--- src/pip_pkg.sv ---
// Shared types and constants for the point-in-polygon test core.
package pip_pkg;

   localparam int MAX_SIDES_DEF  = 16;
   localparam int COORD_BITS_DEF = 32;

   localparam int COORD_W     = 32;
   localparam int SLOT_W      = 4;
   localparam int SIDES_W     = 5;
   localparam int CSR_INDEX_W = 4;
   localparam int CSR_DATA_W  = 8;
   localparam int QUEUE_DEPTH = 2;

   localparam logic CMD_LOAD = 1'b0;
   localparam logic CMD_TEST = 1'b1;

   localparam logic [CSR_INDEX_W-1:0] REG_POLYGON_SIDES = CSR_INDEX_W'(0);
   localparam logic [CSR_INDEX_W-1:0] REG_KEEP_INSIDE   = CSR_INDEX_W'(1);

   typedef struct packed {
      logic valid;
      logic cmd;
   } q_head_type;

   typedef enum logic [1:0] {
      BK_IDLE,
      BK_WALK,
      BK_DRAIN
   } back_state_type;

endpackage

--- src/pip_front.sv ---
// Front end: accepts request beats, classifies them and queues them for the back end.
module pip_front #(
   parameter int MAX_SIDES  = pip_pkg::MAX_SIDES_DEF,
   parameter int COORD_BITS = pip_pkg::COORD_BITS_DEF
) (
   input  logic                           clock,
   input  logic                           reset,
   input  logic                           req_valid,
   output logic                           req_ready,
   input  logic                           req_command,
   input  logic [pip_pkg::SLOT_W-1:0]     req_vertex_slot,
   input  logic signed [pip_pkg::COORD_W-1:0] req_coord_x,
   input  logic signed [pip_pkg::COORD_W-1:0] req_coord_y,
   output pip_pkg::q_head_type            head,
   output logic [$clog2(MAX_SIDES)-1:0]   head_addr,
   output logic [COORD_BITS-1:0]          head_x,
   output logic [COORD_BITS-1:0]          head_y,
   input  logic                           head_pop
);
   import pip_pkg::*;

   localparam int AW  = $clog2(MAX_SIDES);
   localparam int QAW = $clog2(QUEUE_DEPTH);
   localparam int QCW = $clog2(QUEUE_DEPTH + 1);

   logic                  cmd_q_ff  [QUEUE_DEPTH];
   logic [AW-1:0]         addr_q_ff [QUEUE_DEPTH];
   logic [COORD_BITS-1:0] x_q_ff    [QUEUE_DEPTH];
   logic [COORD_BITS-1:0] y_q_ff    [QUEUE_DEPTH];
   logic [QAW-1:0]        wr_ptr_ff;
   logic [QAW-1:0]        rd_ptr_ff;
   logic [QCW-1:0]        count_ff;

   logic [SLOT_W+AW-1:0]  slot_ext;
   logic                  slot_ok;
   logic                  push;
   logic                  pop;

   assign slot_ext  = (SLOT_W + AW)'(req_vertex_slot);
   assign slot_ok   = 9'(req_vertex_slot) < 9'(MAX_SIDES);
   assign req_ready = (count_ff != QCW'(QUEUE_DEPTH));

   // A load to a slot beyond the table is taken from the channel and dropped here.
   assign push = req_valid && req_ready && (req_command == CMD_TEST || slot_ok);
   assign pop  = head_pop && head.valid;

   always_ff @(posedge clock) begin
      if (push) begin
         cmd_q_ff[wr_ptr_ff]  <= req_command;
         addr_q_ff[wr_ptr_ff] <= slot_ext[AW-1:0];
         x_q_ff[wr_ptr_ff]    <= req_coord_x[COORD_BITS-1:0];
         y_q_ff[wr_ptr_ff]    <= req_coord_y[COORD_BITS-1:0];
      end
   end

   always_ff @(posedge clock) begin
      if (reset) begin
         wr_ptr_ff <= '0;
         rd_ptr_ff <= '0;
         count_ff  <= '0;
      end else begin
         if (push) begin
            wr_ptr_ff <= wr_ptr_ff + QAW'(1);
         end
         if (pop) begin
            rd_ptr_ff <= rd_ptr_ff + QAW'(1);
         end
         case ({push, pop})
            2'b10:   count_ff <= count_ff + QCW'(1);
            2'b01:   count_ff <= count_ff - QCW'(1);
            default: count_ff <= count_ff;
         endcase
      end
   end

   assign head.valid = (count_ff != '0);
   assign head.cmd   = cmd_q_ff[rd_ptr_ff];
   assign head_addr  = addr_q_ff[rd_ptr_ff];
   assign head_x     = x_q_ff[rd_ptr_ff];
   assign head_y     = y_q_ff[rd_ptr_ff];

endmodule

--- config.mk ---
export PLATFORM = sky130hd
export DESIGN_NAME = pip_front
export DESIGN_NICKNAME = d
export VERILOG_FILES = /design/src/pip_pkg.sv /design/src/pip_front.sv
export SDC_FILE = /design/constraint.sdc
export NUM_CORES = 1
export LEC_CHECK = 0
export BUFFER_PORTS_ARGS = -buffer_cell sky130_fd_sc_hd__buf_2
export CORE_MARGIN = 3
export CORE_UTILIZATION = 40
export DETAILED_ROUTE_END_ITERATION = 10
export PLACE_DENSITY = 0.62
export SLEW_MARGIN = 0
export SYNTH_ARGS = -nofsm -noshare
export SYNTH_HDL_FRONTEND = slang
export SYNTH_SLANG_ARGS = --single-unit
--- constraint.sdc ---
create_clock -name clock -period 2.75 [get_ports clock]
set_input_delay 0.55 -clock clock [delete_from_list [all_inputs] [get_ports clock]]
set_output_delay 0.55 -clock clock [all_outputs]
set_load 0.1 [all_outputs]
==> out/qor.yml, run 1 <==
run_status:
  status: "completed"
drt:
  drc: 0
  dr.first_iter.drc_count: 118
  vias_per_cell: 4.61
  routedWlPerCell_um: 16.0
  num_vias: 2686
  firstDrtPassIters: 4
  drt_wl_total_um: 9310
  ant_nets: 0
cts:
  clock_sinks: 143
  worstSkewPairLatency_ns: 0.41
  cts_tree: "done"
  cts_hold_buf: 0
  cts_buffers: 17
  clkTransAtPathRegs_ns: 0.06
  cts-root-buf: "clkbuf_16"
  h-tree-depth: 4
  cts_resized: 0
  ctsLongestPathBuffers: 2
  postCtsSetupBuffers: 0
place:
  io_buffers: 143
  place_inst: 551
  dp_hpwl_um: 5940
  place_congestion: 0.680
floorplan:
  dieArea_um2: 14400
  fp.coreArea_um2: 12700
  die_y_um: 120
  num_rows: 41
  die_w_um: 120
  initial_core_util_pct: 41.0
  boundaryPins: 144
worst_setup_path:
  endpoint_kind: "primary output"
  critPathKind: "reg2out"
  startpoint_type: "flop"
  required_ns: 2.20
  arrival_ns: 1.90
  worstPathMaxFanout: 23
grt:
  grt_pass1_vias: 2823
  grt_max_degree: 70
  grt_first_pass_wirelength_um: 14200
  antenna_found_initial: 0
  grt_remaining_overflow: 0
  grt.total_usage_pct: 13.2
sta:
  setup_viol: 0
  hold_viol_final: 0
  rsz0062_at_grt: "false"
  clock_skew_ns: 0.00445
  fmax_ghz: 0.408
  period_minus_slack_ns: 2.45
  period_share_pct: 89.1
  drv_slew: 0
  worstMarginPinSlew_ns: 0.509
  setup_tns_ns: 0
  slew_headroom_pct: 66.3
yosys:
  synth-seq-cells: 143
  synthesis.area_per_instance_um2: 21.7
  synth.largest_area_cell: "edfxtp_1"
  synth_area_um2: 5200
  synth_async_sr_flop_share_pct: 0
  synth_top_area_share_pct: 79.7
  yosys-top-cells-area: "edfxtp_1 80%, mux2_2 15%, dfxtp_1 1.9%, buf_2 0.58%, buf_6 0.43%"
  ys_warn_count: 0
  synth.distinct_cells: 20
  synth_edf_count: 138
  ys_seq_area_share_pct: 81.7
  synth_top_flop_cell: "edfxtp_1"
  ys_top_cells_by_count: "138 x edfxtp_1, 69 x mux2_2, 6 x buf_2"
  synth.most_common_cell: "edfxtp_1"
  synth_fp_nets: 313
  syn_inst: 239
layout:
  final_nets: 472
  final_layout_size_suffix_gt1_share_pct: 61.8
  syn_to_final_growth_pct: 31.5
  finalNonFillerCells: 583
  antennaDiodeCount: 0
run:
  maxCapViolations: 0
worst_hold_path:
  hold_path_class: "in2reg"
-- flip-flops by register name, indices dropped and copies added, names as in the netlist, named ones only --
register,flops
rd_ptr_ff,1
y_q_ff,64
addr_q_ff,8
x_q_ff,64
cmd_q_ff,2
wr_ptr_ff,1
count_ff,2
-- final timing paths --
| check | depth (start not counted) | end | slack (ns) | startpoint |
|---|---|---|---|---|
| setup reg to reg | 3 | y_q_ff[1][6] | 1.11 | count_ff[0] |
| hold reg to reg | 2 | rd_ptr_ff | 0.52 | rd_ptr_ff |
| setup / recovery | 3 | head_y[4] | 0.30 | flop |
| hold / removal | 1 | x_q_ff[0][17] | 0.32 | req_coord_x[17] |
-- routing by layer --
layer	up-vias	GRT usage, %	share of wire (%)
li1	1268	-	-
met4	0	5.80	1.9
met3	11	7.35	8.9
met2	97	21.0	50
met1	1310	14.6	39
met5	-	0	0
-- layout by cell type (no fill, tap or decap), types with 2 or more instances in the layout --
| cell type | count |
|---|---|
| a21oi_1 | 2 |
| xnor2_1 | 2 |
| mux2_2 | 69 |
| buf_2 | 143 |
| clkinv_4 | 4 |
| nor2_1 | 3 |
| clkinvlp_4 | 3 |
| dfxtp_1 | 4 |
| clkinv_2 | 2 |
| buf_4 | 2 |
| clkbuf_16 | 17 |
| bufinv_16 | 6 |
| buf_12 | 3 |
| edfxtp_1 | 138 |
-- area by class of cell --
cell class,instances,area (µm²)
clock buffers,18,429
clock inverters,14,240
fillers,1074,5840
inverters,1,7.51
multi-input cells,87,903
flip-flops and latches,143,4250
well taps,172,215
repair buffers,148,791
-- through the flow --
| step | worst slack [ns] | area (µm²) | hold slack [ns] | util [%] |
|---|---|---|---|---|
| finish | 0.300 | 6830 | 0.321 | 53.9 |
| detailed placement | 0.696 | 6160 | 0.514 | 48.7 |
| floorplan | 0.221 | 5200 | 0.481 | - |
| global route | 0.198 | 6830 | 0.289 | 53.9 |
| global placement | 0.715 | 6160 | 0.498 | 48.7 |
| CTS | 0.249 | 6830 | 0.299 | 53.9 |
-- logic make-up after synthesis --
kind of cell / synth area share, %
DFF: 81.7
adders and majority gates: 0.241
xor gates and xnor gates: 0.506
muxes: 15.0
and+or+nand+nor: 0.915
AOI/OAI and AO/OA: 0.626
buffers and inverters: 1.08
-- worst max-delay path: stages (launching register included) --
cell and delay (ns):
dfxtp_4 0.45, buf_4 0.34, mux2_2 0.39, buf_2 0.29
Power of run 1 is not shown: default switching activity piles up to over one toggle a cycle in this logic, so the estimate is an artifact.
==> run 2, diff against run 1 <==
--- a/config.mk
+++ b/config.mk
@@ -8,6 +8,7 @@
 export BUFFER_PORTS_ARGS = -buffer_cell sky130_fd_sc_hd__buf_2
 export CORE_MARGIN = 3
 export CORE_UTILIZATION = 40
+export CTS_BUF_LIST = sky130_fd_sc_hd__clkbuf_16
 export DETAILED_ROUTE_END_ITERATION = 10
 export PLACE_DENSITY = 0.62
 export SLEW_MARGIN = 0
==> out/qor.yml, run 2 (synthesized netlist as in run 1, its figures left out) <==
run_status:
  status: "completed"  # unchanged
layout:
  final_nets: 472  # unchanged
  top_regs: "x_q_ff: 64 flops, y_q_ff: 64 flops, addr_q_ff: 8 flops"  # unchanged
  final_cell_mix: "143 x buf_2, 138 x edfxtp_1, 69 x mux2_2, 17 x clkbuf_16, 6 x bufinv_16"  # unchanged
  syn_to_final_growth_pct: 31.5  # unchanged
  n_fill_cell: 1074  # unchanged
  antennaDiodeCount: 0  # unchanged
  final_layout_size_suffix_gt1_share_pct: 61.8  # unchanged
  layout_commonest_cell: "buf_2"  # unchanged
cts:
  cts_buffers: 17  # unchanged
  cts_resized: 0  # unchanged
  cts-root-buf: "clkbuf_16"  # unchanged
  clkTransAtPathRegs_ns: 0.06  # about the same
  cts_tree: "done"  # unchanged
  h-tree-depth: 4  # unchanged
  ctsLongestPathBuffers: 2  # unchanged
  worstSkewPairLatency_ns: 0.41  # about the same
  postCtsSetupBuffers: 0  # unchanged
  clock_sinks: 143  # unchanged
  cts_hold_buf: 0  # unchanged
worst_setup_path:
  r2r_cells: 3  # unchanged
  startpoint_type: "flop"  # unchanged
  arrival_ns: 1.90  # about the same
  critPathKind: "reg2out"  # unchanged
  required_ns: 2.20  # about the same
  reg2reg_slack_ns: 1.11  # about the same
  worstPathMaxFanout: 23  # unchanged
  endpoint_kind: "primary output"  # unchanged
sta:
  fmax_ghz: 0.408  # unchanged
  holdWs_ns: 0.321  # unchanged
  rsz0062_at_grt: "false"  # unchanged
  slew_headroom_pct: 66.3  # unchanged
  drv_slew: 0  # unchanged
  hold_viol_final: 0  # unchanged
  setup_tns_ns: 0  # unchanged
  worstMarginPinSlew_ns: 0.509  # unchanged
  period_share_pct: 89.1  # unchanged
  clock_skew_ns: 0.00460  # was 0.00445 ns
  period_minus_slack_ns: 2.45  # unchanged
  setup_viol: 0  # unchanged
floorplan:
  boundaryPins: 144  # unchanged
  die_y_um: 120  # unchanged
  dieArea_um2: 14400  # unchanged
  fp.coreArea_um2: 12700  # unchanged
  num_rows: 41  # unchanged
  initial_core_util_pct: 41.0  # unchanged
  die_w_um: 120  # unchanged
drt:
  firstDrtPassIters: 4  # unchanged
  num_vias: 2686  # unchanged
  vias_per_cell: 4.61  # unchanged
  dr.first_iter.drc_count: 118  # unchanged
  ant_nets: 0  # unchanged
  routedWlPerCell_um: 16.0  # about the same
  drc: 0  # unchanged
  drt_wl_total_um: 9310  # about the same
worst_hold_path:
  whs_path_depth: 1  # unchanged
  hold_path_class: "in2reg"  # unchanged
place:
  place_congestion: 0.680  # unchanged
  io_buffers: 143  # unchanged
  dp_hpwl_um: 5940  # unchanged
grt:
  grt_max_degree: 70  # unchanged
  grt_remaining_overflow: 0  # unchanged
  antenna_found_initial: 0  # unchanged
  grt_pass1_vias: 2823  # unchanged
  grt.total_usage_pct: 13.2  # unchanged
  grt_first_pass_wirelength_um: 14200  # unchanged
run:
  maxCapViolations: 0  # unchanged
-- run 2: changes by cell type in the layout (fill, tap and decap cells not counted), sizes merged --
cell	delta
clkbuf	-1
inv	+1
-- run 2: metrics by stage --
stage          cell area [µm²]  std cells  worst slack, ns  utilization [%]
3_3_place_gp              6160        551            0.715             48.7
6_report                  6830        583            0.300             53.9
5_1_grt                   6830        583            0.198             53.9
4_1_cts                   6830        583            0.249             53.9
2_1_floorplan             5200        239            0.221                -
3_5_place_dp              6160        551            0.696             48.7
-- run 2: cell type report --
cell class / instances / area (µm²) / share of cell area [%]
inverter: 1 / 7.51 / 0.110
timing repair buffer: 148 / 791 / 11.6
sequential: 143 / 4250 / 62.2
clock buffer: 17 / 425 / 6.22
multi-input combinational: 87 / 903 / 13.2
tap: 172 / 215 / 3.15
clock inverter: 15 / 244 / 3.57
-- run 2: metal layers --
metal	GRT usage (%)	up-vias	routed length (µm)
met5	0	-	0
met4	5.80	0	174
met3	7.35	11	826
met2	21.0	97	4660
met1	14.6	1310	3650
li1	-	1268	-
-- run 2: path summary, 6_finish.rpt --
check	start	endpoint
setup / recovery	flop	head_y[4]
hold / removal	req_coord_x[17]	x_q_ff[0][17]
setup reg to reg	count_ff[0]	y_q_ff[1][6]
hold reg to reg	rd_ptr_ff	rd_ptr_ff
-- run 2: worst max-delay path, stage by stage (launching register included) --
cell,delay (ns)
dfxtp_4,0.45
buf_4,0.34
mux2_2,0.39
buf_2,0.29
Power of run 2 is left out for the same reason.
